$ cat src/sv/cgcl_pkg.sv
package cgcl_pkg;

  // Grid geometry; chunk sides are powers of two
  localparam int CHUNK_WIDTH   = 32;
  localparam int CHUNK_HEIGHT  = 32;
  localparam int MAX_CHUNKS    = 64;
  localparam int FRACTION_BITS = 8;

  localparam int CW_LOG = $clog2(CHUNK_WIDTH);
  localparam int CH_LOG = $clog2(CHUNK_HEIGHT);

  // Fixed field widths
  localparam int COORD_W  = 24;
  localparam int KEY_W    = 11;
  localparam int OFFSET_W = 10;
  localparam int SLOT_W   = 6;

  // Slot index and fill count widths follow the table depth
  localparam int IDX_W = (MAX_CHUNKS > 1) ? $clog2(MAX_CHUNKS) : 1;
  localparam int CNT_W = $clog2(MAX_CHUNKS + 1);

  typedef logic signed [KEY_W-1:0] key_t;

  // Search token handed from cell to cell
  typedef struct packed {
    logic             vld;
    logic             hit;
    logic [IDX_W-1:0] slot;
  } tok_t;

  typedef enum logic [1:0] {
    S_IDLE,
    S_SEARCH,
    S_FINISH
  } state_t;

endpackage

$ cat src/sv/cgcl_if.sv
interface cgcl_in_if;
  logic                                      valid;
  logic                                      ready;
  logic                                      mode;
  logic signed [cgcl_pkg::COORD_W-1:0]       x_coord;
  logic signed [cgcl_pkg::COORD_W-1:0]       y_coord;

  modport source (output valid, mode, x_coord, y_coord, input ready);
  modport sink   (input valid, mode, x_coord, y_coord, output ready);
endinterface

interface cgcl_out_if;
  logic                                valid;
  logic                                ready;
  logic                                found;
  logic                                allocated;
  logic                                table_full;
  logic [cgcl_pkg::SLOT_W-1:0]         slot_index;
  logic [cgcl_pkg::OFFSET_W-1:0]       cell_offset;
  logic signed [cgcl_pkg::KEY_W-1:0]   chunk_col;
  logic signed [cgcl_pkg::KEY_W-1:0]   chunk_row;

  modport source (output valid, found, allocated, table_full, slot_index, cell_offset,
                  chunk_col, chunk_row, input ready);
  modport sink   (input valid, found, allocated, table_full, slot_index, cell_offset,
                  chunk_col, chunk_row, output ready);
endinterface

$ cat src/sv/chunked_grid_cell_locator.sv
// Channel   Port    Dir  Payload
// input     in_ch   in   mode, x_coord, y_coord
// result    out_ch  out  found, allocated, table_full, slot_index, cell_offset,
//                        chunk_col, chunk_row
//
// One item at a time: the next item is not accepted until the search token
// has walked the chain of table cells, one cell per cycle, and the result
// has been loaded into the output register.
// Reset (rst_n low, synchronous) empties the table by clearing the fill count;
// slot contents are not cleared.
// A result waiting in the output register does not block the next item; a
// finished search holds in its last state until that register is free.
module chunked_grid_cell_locator (
  input  logic              clk,
  input  logic              rst_n,
  cgcl_in_if.sink           in_ch,
  cgcl_out_if.source        out_ch
);

  cgcl_pkg::state_t state_r, state_nxt;

  // Item held for the search
  logic                                mode_r;
  cgcl_pkg::key_t                      key_col_r;
  cgcl_pkg::key_t                      key_row_r;
  logic [cgcl_pkg::OFFSET_W-1:0]       offset_r;
  logic                                start_r;

  // Search outcome captured from the end of the chain
  logic                                hit_r;
  logic [cgcl_pkg::IDX_W-1:0]          hit_slot_r;

  logic [cgcl_pkg::CNT_W-1:0]          count_r;

  // Output register
  logic                                out_vld_r;
  logic                                found_r, alloc_r, full_r;
  logic [cgcl_pkg::SLOT_W-1:0]         slot_out_r;
  logic [cgcl_pkg::OFFSET_W-1:0]       offset_out_r;
  cgcl_pkg::key_t                      col_out_r, row_out_r;

  // FSM outputs
  logic accept, load;

  // Coordinate split of the incoming item
  logic signed [cgcl_pkg::COORD_W-1:0] cx, cy, kx, ky;
  logic [cgcl_pkg::COORD_W-1:0]        col_w, row_w, off_w;

  // Result decisions
  logic                                has_room, res_alloc, res_full, res_found;
  logic [cgcl_pkg::IDX_W-1:0]          res_slot;

  cgcl_pkg::tok_t tok_w [cgcl_pkg::MAX_CHUNKS+1];

  // Floor by arithmetic shift; the cell column and row are the low bits
  always_comb begin
    cx    = in_ch.x_coord >>> cgcl_pkg::FRACTION_BITS;
    cy    = in_ch.y_coord >>> cgcl_pkg::FRACTION_BITS;
    kx    = cx >>> cgcl_pkg::CW_LOG;
    ky    = cy >>> cgcl_pkg::CH_LOG;
    col_w = unsigned'(cx) & cgcl_pkg::COORD_W'(cgcl_pkg::CHUNK_WIDTH - 1);
    row_w = unsigned'(cy) & cgcl_pkg::COORD_W'(cgcl_pkg::CHUNK_HEIGHT - 1);
    off_w = col_w + (row_w << cgcl_pkg::CW_LOG);
  end

  // Next state
  always_comb begin
    state_nxt = state_r;
    unique case (state_r)
      cgcl_pkg::S_IDLE:   if (in_ch.valid) state_nxt = cgcl_pkg::S_SEARCH;
      cgcl_pkg::S_SEARCH: if (tok_w[cgcl_pkg::MAX_CHUNKS].vld) state_nxt = cgcl_pkg::S_FINISH;
      cgcl_pkg::S_FINISH: if (!out_vld_r || out_ch.ready) state_nxt = cgcl_pkg::S_IDLE;
      default:            state_nxt = cgcl_pkg::S_IDLE;
    endcase
  end

  // FSM outputs
  always_comb begin
    in_ch.ready = 1'b0;
    load        = 1'b0;
    unique case (state_r)
      cgcl_pkg::S_IDLE:   in_ch.ready = 1'b1;
      cgcl_pkg::S_SEARCH: ;
      cgcl_pkg::S_FINISH: load = !out_vld_r || out_ch.ready;
      default:            ;
    endcase
  end

  assign accept = in_ch.valid && in_ch.ready;

  always_ff @(posedge clk) begin
    if (!rst_n) begin
      state_r <= cgcl_pkg::S_IDLE;
      start_r <= 1'b0;
    end else begin
      state_r <= state_nxt;
      start_r <= accept;
    end
  end

  // Hold the item's key and offset for the whole search
  always_ff @(posedge clk) begin
    if (accept) begin
      mode_r    <= in_ch.mode;
      key_col_r <= kx[cgcl_pkg::KEY_W-1:0];
      key_row_r <= ky[cgcl_pkg::KEY_W-1:0];
      offset_r  <= off_w[cgcl_pkg::OFFSET_W-1:0];
    end
  end

  // Inject a fresh token at the head of the chain
  assign tok_w[0] = '{vld: start_r, hit: 1'b0, slot: '0};

  for (genvar i = 0; i < cgcl_pkg::MAX_CHUNKS; i++) begin : g_cell
    cgcl_cell u_cell (
      .clk      (clk),
      .rst_n    (rst_n),
      .cell_idx (cgcl_pkg::IDX_W'(i)),
      .count    (count_r),
      .key_col  (key_col_r),
      .key_row  (key_row_r),
      .wr_en    (load && res_alloc),
      .tok_i    (tok_w[i]),
      .tok_o    (tok_w[i+1])
    );
  end

  // Capture the token as it drops off the end of the chain
  always_ff @(posedge clk) begin
    if (state_r == cgcl_pkg::S_SEARCH && tok_w[cgcl_pkg::MAX_CHUNKS].vld) begin
      hit_r      <= tok_w[cgcl_pkg::MAX_CHUNKS].hit;
      hit_slot_r <= tok_w[cgcl_pkg::MAX_CHUNKS].slot;
    end
  end

  // A miss in allocate mode appends at the fill count, or flags a full table
  always_comb begin
    has_room  = count_r < cgcl_pkg::CNT_W'(cgcl_pkg::MAX_CHUNKS);
    res_alloc = !hit_r && mode_r && has_room;
    res_full  = !hit_r && mode_r && !has_room;
    res_found = hit_r || res_alloc;
    if (hit_r) begin
      res_slot = hit_slot_r;
    end else if (res_alloc) begin
      res_slot = cgcl_pkg::IDX_W'(count_r);
    end else begin
      res_slot = '0;
    end
  end

  always_ff @(posedge clk) begin
    if (!rst_n) begin
      count_r <= '0;
    end else if (load && res_alloc) begin
      count_r <= count_r + cgcl_pkg::CNT_W'(1);
    end
  end

  // Output register: load on finish, drop once taken
  always_ff @(posedge clk) begin
    if (!rst_n) begin
      out_vld_r <= 1'b0;
    end else if (load) begin
      out_vld_r <= 1'b1;
    end else if (out_ch.ready) begin
      out_vld_r <= 1'b0;
    end
  end

  always_ff @(posedge clk) begin
    if (load) begin
      found_r      <= res_found;
      alloc_r      <= res_alloc;
      full_r       <= res_full;
      slot_out_r   <= cgcl_pkg::SLOT_W'(res_slot);
      offset_out_r <= offset_r;
      col_out_r    <= key_col_r;
      row_out_r    <= key_row_r;
    end
  end

  assign out_ch.valid       = out_vld_r;
  assign out_ch.found       = found_r;
  assign out_ch.allocated   = alloc_r;
  assign out_ch.table_full  = full_r;
  assign out_ch.slot_index  = slot_out_r;
  assign out_ch.cell_offset = offset_out_r;
  assign out_ch.chunk_col   = col_out_r;
  assign out_ch.chunk_row   = row_out_r;

  // The fill count never passes the table depth
  a_count_bound: assert property (@(posedge clk) disable iff (!rst_n)
    count_r <= cgcl_pkg::CNT_W'(cgcl_pkg::MAX_CHUNKS))
    else $error("fill count beyond table depth");

  // A token only leaves the chain while a search is running
  a_tok_in_search: assert property (@(posedge clk) disable iff (!rst_n)
    tok_w[cgcl_pkg::MAX_CHUNKS].vld |-> state_r == cgcl_pkg::S_SEARCH)
    else $error("stray search token");

  // An append bumps the fill count by one
  a_alloc_count: assert property (@(posedge clk) disable iff (!rst_n)
    (load && res_alloc) |=> count_r == $past(count_r) + cgcl_pkg::CNT_W'(1))
    else $error("append did not advance fill count");

  // A full flag is only raised on a full table
  a_full_count: assert property (@(posedge clk) disable iff (!rst_n)
    (load && res_full) |-> count_r == cgcl_pkg::CNT_W'(cgcl_pkg::MAX_CHUNKS))
    else $error("table full flagged with free slots");

  // An appended result always reports a slot
  a_alloc_found: assert property (@(posedge clk) disable iff (!rst_n)
    (out_ch.valid && out_ch.allocated) |-> out_ch.found && !out_ch.table_full)
    else $error("inconsistent result flags");

endmodule

$ cat src/sv/cgcl_cell.sv
module cgcl_cell (
  input  logic                       clk,
  input  logic                       rst_n,
  input  logic [cgcl_pkg::IDX_W-1:0] cell_idx,
  input  logic [cgcl_pkg::CNT_W-1:0] count,
  input  cgcl_pkg::key_t             key_col,
  input  cgcl_pkg::key_t             key_row,
  input  logic                       wr_en,
  input  cgcl_pkg::tok_t             tok_i,
  output cgcl_pkg::tok_t             tok_o
);

  cgcl_pkg::key_t entry_col_r;
  cgcl_pkg::key_t entry_row_r;
  cgcl_pkg::tok_t tok_r;
  cgcl_pkg::tok_t tok_nxt;
  logic           in_use;
  logic           wr_here;

  assign in_use  = cgcl_pkg::CNT_W'(cell_idx) < count;
  assign wr_here = wr_en && (cgcl_pkg::CNT_W'(cell_idx) == count);

  // Claim the token on the first live match; otherwise pass it on
  always_comb begin
    tok_nxt = tok_i;
    if (tok_i.vld && !tok_i.hit && in_use &&
        entry_col_r == key_col && entry_row_r == key_row) begin
      tok_nxt.hit  = 1'b1;
      tok_nxt.slot = cell_idx;
    end
  end

  always_ff @(posedge clk) begin
    if (!rst_n) begin
      tok_r <= '0;
    end else begin
      tok_r <= tok_nxt;
    end
  end

  always_ff @(posedge clk) begin
    if (wr_here) begin
      entry_col_r <= key_col;
      entry_row_r <= key_row;
    end
  end

  assign tok_o = tok_r;

endmodule
$ cat src/flat_wrapper.sv
// flat-port wrapper written by rule: the top's interface ports become plain ports
module chunked_grid_cell_locator_flat 
  (clk, rst_n, in_ch_valid, in_ch_mode, in_ch_x_coord, in_ch_y_coord, in_ch_ready, out_ch_valid, out_ch_found, out_ch_allocated, out_ch_table_full, out_ch_slot_index, out_ch_cell_offset, out_ch_chunk_col, out_ch_chunk_row, out_ch_ready);
  cgcl_in_if in_ch_i ();
  cgcl_out_if out_ch_i ();
  input  logic clk;
  input  logic rst_n;
  input wire logic [$bits(in_ch_i.valid)-1:0] in_ch_valid;
  input wire logic [$bits(in_ch_i.mode)-1:0] in_ch_mode;
  input wire logic [$bits(in_ch_i.x_coord)-1:0] in_ch_x_coord;
  input wire logic [$bits(in_ch_i.y_coord)-1:0] in_ch_y_coord;
  output wire logic [$bits(in_ch_i.ready)-1:0] in_ch_ready;
  output wire logic [$bits(out_ch_i.valid)-1:0] out_ch_valid;
  output wire logic [$bits(out_ch_i.found)-1:0] out_ch_found;
  output wire logic [$bits(out_ch_i.allocated)-1:0] out_ch_allocated;
  output wire logic [$bits(out_ch_i.table_full)-1:0] out_ch_table_full;
  output wire logic [$bits(out_ch_i.slot_index)-1:0] out_ch_slot_index;
  output wire logic [$bits(out_ch_i.cell_offset)-1:0] out_ch_cell_offset;
  output wire logic [$bits(out_ch_i.chunk_col)-1:0] out_ch_chunk_col;
  output wire logic [$bits(out_ch_i.chunk_row)-1:0] out_ch_chunk_row;
  input wire logic [$bits(out_ch_i.ready)-1:0] out_ch_ready;
  assign in_ch_i.valid = in_ch_valid;
  assign in_ch_i.mode = in_ch_mode;
  assign in_ch_i.x_coord = in_ch_x_coord;
  assign in_ch_i.y_coord = in_ch_y_coord;
  assign in_ch_ready = in_ch_i.ready;
  assign out_ch_valid = out_ch_i.valid;
  assign out_ch_found = out_ch_i.found;
  assign out_ch_allocated = out_ch_i.allocated;
  assign out_ch_table_full = out_ch_i.table_full;
  assign out_ch_slot_index = out_ch_i.slot_index;
  assign out_ch_cell_offset = out_ch_i.cell_offset;
  assign out_ch_chunk_col = out_ch_i.chunk_col;
  assign out_ch_chunk_row = out_ch_i.chunk_row;
  assign out_ch_i.ready = out_ch_ready;
  chunked_grid_cell_locator u_core (.clk(clk), .rst_n(rst_n), .in_ch(in_ch_i), .out_ch(out_ch_i));
endmodule
$ cat config.mk
export PLATFORM = sky130hd
export DESIGN_NAME = chunked_grid_cell_locator_flat
export DESIGN_NICKNAME = d
export VERILOG_FILES = /design/src/sv/cgcl_pkg.sv /design/src/sv/cgcl_if.sv /design/src/sv/chunked_grid_cell_locator.sv /design/src/sv/cgcl_cell.sv /design/src/flat_wrapper.sv
export SDC_FILE = /design/constraint.sdc
export NUM_CORES = 2
export LEC_CHECK = 0
export BUFFER_PORTS_ARGS = -buffer_cell sky130_fd_sc_hd__buf_2
export CAP_MARGIN = 20
export CORE_MARGIN = 2
export CORE_UTILIZATION = 57
export DETAILED_ROUTE_END_ITERATION = 16
export PLACE_DENSITY = 0.85
export REMOVE_ABC_BUFFERS = 1
export SLEW_MARGIN = 20
export SYNTH_ARGS = -nofsm -noshare
export SYNTH_HDL_FRONTEND = slang
export SYNTH_SLANG_ARGS = --single-unit
$ cat constraint.sdc
create_clock -name clk -period 5.7 [get_ports clk]
set_input_delay 0.855 -clock clk [delete_from_list [all_inputs] [get_ports clk]]
set_output_delay 0.855 -clock clk [all_outputs]
set_load 0.01 [all_outputs]
# Yosys cells after proc, flatten, opt, wreduce, memory -nomap -nowiden

Cells that the tools add are included.

Word-level logic and storage cells: 1,196
Bits of input ports: 53
Bits in registers: 2,012
Output and inout port bits: 43

Add/subtract/negate cells: 2
Muxes and demuxes: 74
Reduce and logical (&&, ||, !) cells: 459
Bitwise logic cells: 1
Eq/ne operators: 196
Order comparisons: 65

Operator list:

| cell                                               | number |
|---|---|
| == test 11 bit                                     | 128 |
| two-way mux 7 bit                                  | 64 |
| logical AND 1 bit                                  | 325 |
| == test 6 x 7 -> 1 bit (first input constant)      | 32 |
| < comparator 6 x 7 -> 1 bit (first input constant) | 32 |
| OR reduction 2 bit                                 | 62 |
| == test 5 x 7 -> 1 bit (first input constant)      | 16 |
| < comparator 5 x 7 -> 1 bit (first input constant) | 16 |
| zero test 1 bit                                    | 66 |
| == test 4 x 7 -> 1 bit (first input constant)      | 8 |
| < comparator 4 x 7 -> 1 bit (first input constant) | 8 |
| == test 3 x 7 -> 1 bit (first input constant)      | 4 |
| < comparator 3 x 7 -> 1 bit (first input constant) | 4 |
| == test 2 x 7 -> 1 bit (first input constant)      | 2 |
| < comparator 1 x 7 -> 1 bit (first input constant) | 2 |
| < comparator 2 x 7 -> 1 bit (first input constant) | 2 |
| two-way mux 6 bit                                  | 2 |
| adder 5 x 10 -> 10 bit                             | 1 |
| adder 7 x 1 -> 7 bit (second input constant)       | 1 |
| == test 1 x 7 -> 1 bit (first input constant)      | 1 |
| zero test 7 bit                                    | 1 |
| < comparator 7 bit (second input constant)         | 1 |
| two-way mux 2 bit                                  | 3 |
| one-hot mux 2 bit (3 select lines)                 | 1 |
| 10 further kinds                                   | 15 |

# Longest topological paths before layout

Depth after elaboration: 6
Depth in mapped cells: 9
Gate-level depth less buffers: 5

# Modules after synthesis

From an unflattened synthesis, not the netlist that was laid out.

Cell total of the unflattened synthesis: 6,866
Area total of the unflattened synthesis: 92,308.5 um^2

By module, submodules not included:

| module                    | area each (um^2) | instances | sequential area each (um^2) | cells an instance |
|---|---|---|---|---|
| cgcl_cell                 | 1,395.1          | 64        | 820.8                       | 105 |
| chunked_grid_cell_locator | 3,022.9          | 1         | 2,652.5                     | 146 |

# Worst setup path before layout

OpenSTA, ideal clock, no wires.

Path kind: input port to flip-flop
Start point: input port out_ch_ready
End point: register u_core.g_cell[31].u_cell.entry_col_r[0], enable pin
Path buffers: 0
Slack: 0.319 ns
Required time: 5.271 ns
Library setup time: 0.429 ns
Cell stages on the path: 4
Data arrival time: 4.952 ns
Path through: nand2b_1 -> nor2b_1 -> nand2_1 -> nor3_1

Word-level cells in the longest chain between the ends: 4

RTL lines:

| element                              | RTL line                         | RTL |
|---|---|---|
| start, declared                      | flat_wrapper.sv:21               | `input wire logic [$bits(out_ch_i.ready)-1:0] out_ch_ready;` |
| logical OR 1 bit                     | chunked_grid_cell_locator.sv:84  | `cgcl_pkg::S_FINISH: load = !out_vld_r \|\| out_ch.ready;` |
| two-way mux 1 bit                    | chunked_grid_cell_locator.sv:81  | `unique case (state_r)` |
| net u_core.load                      | chunked_grid_cell_locator.sv:43  | `logic accept, load;` |
| logical AND 1 bit                    | chunked_grid_cell_locator.sv:122 | `.wr_en (load && res_alloc),` |
| logical AND 1 bit                    | cgcl_cell.sv:21                  | `assign wr_here = wr_en && (cgcl_pkg::CNT_W'(cell_idx) == count);` |
| net u_core.g_cell[31].u_cell.wr_here | cgcl_cell.sv:18                  | `logic wr_here;` |
| end signal, assigned                 | cgcl_cell.sv:43                  | `entry_col_r <= key_col;` |
| end, declared                        | cgcl_cell.sv:13                  | `cgcl_pkg::key_t entry_col_r;` |

The timed path passes the listed nets, and every way through them passes these cells.
A chain may end at the register's enable or synchronous reset.

# Worst setup path in the final report

Start point: register u_core.hit_r
End point: register u_core.g_cell[22].u_cell.entry_row_r[4], enable pin

Word-level cells in the longest chain between the ends: 5

RTL lines:

| element                              | RTL line                         | RTL |
|---|---|---|
| start, declared                      | chunked_grid_cell_locator.sv:30  | `logic hit_r;` |
| start signal, assigned               | chunked_grid_cell_locator.sv:131 | `hit_r <= tok_w[cgcl_pkg::MAX_CHUNKS].hit;` |
| zero test 1 bit                      | chunked_grid_cell_locator.sv:139 | `res_alloc = !hit_r && mode_r && has_room;` |
| logical AND 1 bit (2 in series)      | chunked_grid_cell_locator.sv:139 |  |
| net u_core.res_alloc                 | chunked_grid_cell_locator.sv:50  | `logic has_room, res_alloc, res_full, res_found;` |
| logical AND 1 bit                    | chunked_grid_cell_locator.sv:122 |  |
| logical AND 1 bit                    | cgcl_cell.sv:21                  |  |
| net u_core.g_cell[22].u_cell.wr_here | cgcl_cell.sv:18                  |  |
| end signal, assigned                 | cgcl_cell.sv:44                  | `entry_row_r <= key_row;` |
| end, declared                        | cgcl_cell.sv:14                  | `cgcl_pkg::key_t entry_row_r;` |

The timed path passes the listed nets, and every way through them passes these cells.

==> results.py <==
metrics = {
    "status": {
        "outcome": "finished clean",
    },
    "sta": {
        "relSlewSlack_pct": 16.2,
        "setup_tns_ns": 0,
        "fmax_mhz": 241,
        "final_hold_viol_count": 0,
        "finalCritPeriodShare_pct": 72.8,
        "setup_viol": 0,
        "rsz0062_at_grt": "no",
        "post-route-min-period_ns": 4.15,
        "finalClockSkew_ns": 0.0360,
        "final_max_slew_viol_count": 0,
        "tightest_slew_ns": 1.26,
    },
    "min_path": {
        "hold_class": "in2reg",
        "worstHoldPathCells": 1,
    },
    "clocking": {
        "cts_htree_levels": 4,
        "post_cts_buffers": 0,
        "cts_resized": 0,
        "clkSinkCount": 1949,
        "cts_buffers": 177,
        "cts_tree": "done",
        "root_buffer": "clkbuf_16",
        "clock_latency_ns": 0.82,
        "cts_buffer_depth": 3,
        "path_clk_slew_ns": 0.07,
        "postCtsHoldBufs": 0,
    },
    "worst_setup_path": {
        "timing.rr.end": "u_core.g_cell[22].u_cell.entry_row_r[4]$_DFFE_PP_",
        "critPathMaxStageDelay_ns": 1.22,
        "cp_slowest_cell": "nor2_2",
        "end_kind": "flip-flop",
        "required_ns": 6.11,
        "r2r_start": "u_core.hit_r$_DFFE_PP_",
        "cp.arrival_ns": 4.55,
        "startpoint": "u_core.hit_r$_DFFE_PP_",
        "crit_type": "reg2reg",
        "cp_max_fo": 22,
        "critPathLaunchType": "flip-flop",
        "crit_end": "u_core.g_cell[22].u_cell.entry_row_r[4]$_DFFE_PP_",
        "reg2reg_slack_ns": 1.55,
        "r2r_cells": 5,
        "crit_buf_inv": 1,
        "cp_cell_sequence": "nor3b_2, and3b_1, buf_4, nand3_1, nor2_2",
        "path_delay_family": "simple AND/OR/NAND/NOR gates",
        "cp.depth": 5,
    },
    "finish": {
        "drive_above_1_share_pct": 11.5,
        "utilization_pct": 64.6,
        "layout_commonest_cell": "edfxtp_1",
        "layout_common_cells": "edfxtp_1 (1489), xor2_1 (785), xnor2_1 (627), dfxtp_1 (460), nor4_1 (195)",
        "diodes": 0,
        "fin_nets": 5165,
        "syn_to_final_growth_pct": 12.1,
    },
    "power_and_ir_drop": {
        "p_leak_uw": 0.0281,
        "peakVddDrop_v": 0.000248,
        "power_density_nw_per_um2": 335,
    },
    "floorplan": {
        "die-area_um2": 136000,
        "die_w_um": 369,
        "initial_core_util_pct": 57.6,
        "core-area_um2": 132000,
        "rows": 133,
        "io_pins": 96,
        "die_h_um": 369,
    },
    "placement": {
        "numPortBuffers": 79,
        "hpwl_um": 99100,
        "gp_congestion": 0.819,
    },
    "synthesis": {
        "postSynth.asyncResetShare_pct": 0,
        "synth_edf_count": 1489,
        "yosysWarnings": 0,
        "ys.flop_type": "edfxtp_1",
        "synthCells": 4951,
        "synth.avg_cell_area_um2": 15.3,
        "ys_seq_elements": 1949,
        "seq_area_frac_synth_pct": 71.0,
        "synth_area_um2": 75900,
        "synth_cell_type_count": 61,
    },
    "grt": {
        "grt_overflow": 0,
        "grt_pass1_vias": 42306,
        "grt_max_degree": 86,
        "grt_use_total_pct": 25.9,
        "antenna_found_initial": 5,
        "grt_pass1_wl_um": 263000,
    },
    "route": {
        "vias": 41872,
        "wl_per_cell_um": 25.3,
        "drt_first_pass_iters": 5,
        "drt_iter0_markers": 5037,
        "drt_wl_total_um": 177000,
        "vias_per_cell": 5.97,
        "ant_nets": 0,
        "drc_errors": 0,
    },
    "flow_run": {
        "cap_violations": 0,
    },
}
[worst min path at each step]
| stage | end | slack (ns) | from |
|---|---|---|---|
| floorplan | u_core.hit_r$_DFFE_PP_ | 0.39 | u_core.g_cell[63].u_cell.tok_o[6]$_SDFF_PN0_ |
| finish | u_core.key_col_r[7]$_DFFE_PP_ | 0.22 | in_ch_x_coord[20] |
| detailed placement | u_core.hit_r$_DFFE_PP_ | 0.39 | u_core.g_cell[63].u_cell.tok_o[6]$_SDFF_PN0_ |
| global route | u_core.offset_r[8]$_DFFE_PP_ | 0.20 | in_ch_y_coord[11] |
| global placement | u_core.hit_slot_r[0]$_DFFE_PP_ | 0.39 | u_core.g_cell[63].u_cell.tok_o[0]$_SDFF_PN0_ |
| CTS | u_core.offset_r[7]$_DFFE_PP_ | 0.17 | in_ch_y_coord[10] |
[power by group]
group          total, uW  switching, uW  internal [uW]  leakage [uW]
registers          15300           41.9          15300        0.0171
logic               1180            801            375       0.00808
clock network      12000           5230           6760       0.00293
total              28500           6070          22400        0.0281
[cell families (layout without fill, tap and decap cells)]
kind of cell | Yosys count | in the layout | synth area share (%)
simple gates | 1048 | 1048 | 8.29
flops | 1949 | 1949 | 71.0
mux | 1 | 1 | 0.0132
buf+inv | 261 | 574 | 1.65
xor+xnor | 1412 | 1412 | 16.3
fa+ha+maj | 4 | 4 | 0.0659
compound gates | 276 | 276 | 2.69
[flip-flops by register name (all words and copies together), names as in the netlist]
name,cells
u_core.mode_r,1
u_core.out_ch.slot_index,6
u_core.hit_slot_r,6
u_core.hit_r,1
u_core.out_ch.chunk_col,11
u_core.out_ch.chunk_row,11
u_core.out_ch.cell_offset,10
u_core.g_cell.u_cell.tok_o,449
u_core.state_r,2
u_core.out_ch.valid,1
u_core.key_col_r,11
u_core.out_ch.table_full,1
u_core.key_row_r,11
u_core.start_r,1
u_core.g_cell.u_cell.entry_col_r,704
u_core.count_r,7
u_core.g_cell.u_cell.entry_row_r,704
u_core.out_ch.found,1
u_core.out_ch.allocated,1
u_core.offset_r,10
[area by class of cell]
type	instances	area [um2]
clock buffers	260	5160
repair buffers	222	1910
inverters	17	66.3
fillers	8514	46700
flip-flops and latches	1949	53900
multi-input cells	2741	21100
clock inverters	75	785
well taps	1755	2200
[through the flow]
stage	hold WS, ns	setup slack (ns)	total power [uW]	instance area (um2)	cells
6_report	0.222	1.55	28500	85100	7019
3_5_place_dp	0.389	1.66	16800	79000	6680
3_3_place_gp	0.387	1.72	16700	79000	6678
2_1_floorplan	0.386	0.319	16300	74800	4707
4_1_cts	0.167	1.60	28500	84900	7015
5_1_grt	0.202	1.50	29200	85100	7019
[synthesized netlist by cell type (5+ instances only)]
master | number | area (um2)
buf_2 | 141 | 706
nand2_1 | 125 | 469
nand4b_1 | 7 | 61.3
inv_1 | 17 | 63.8
nor4_1 | 197 | 1230
nand4_1 | 179 | 1120
xnor2_1 | 627 | 5490
and2_1 | 65 | 407
buf_1 | 9 | 33.8
nor3b_1 | 96 | 721
a21o_1 | 12 | 90.1
o21a_1 | 187 | 1400
or4_1 | 15 | 113
nand2b_1 | 13 | 81.3
a21oi_1 | 20 | 100
o2111ai_1 | 22 | 193
nand3_1 | 68 | 340
buf_4 | 18 | 135
dfxtp_1 | 460 | 9210
nor2_1 | 103 | 387
nor4b_1 | 6 | 52.6
nor2b_1 | 7 | 43.8
edfxtp_1 | 1489 | 44700
xor2_1 | 785 | 6880
a22o_1 | 5 | 43.8
clkbuf_1 | 72 | 270
o21ai_0 | 12 | 60.1
and3_1 | 50 | 313
nor4_2 | 28 | 350
nand3b_1 | 7 | 52.6
nor3_1 | 50 | 250
[worst register-to-register path: cells and delay by family (launching register included)]
family / cells / cell delay (ns)
flops: 1 / 0.53
simple gates: 4 / 2.91
buf+inv: 1 / 0.28
[routing by layer]
layer | vias to the layer above | routed length (um) | track usage, %
met1 | 21087 | 69400 | 33.9
met4 | 6 | 6740 | 11.3
met5 | - | 38 | 0
li1 | 18212 | - | -
met3 | 420 | 15200 | 4.48
met2 | 2147 | 85900 | 42.6
No activity file was read; power rests on OpenSTA's default activity.
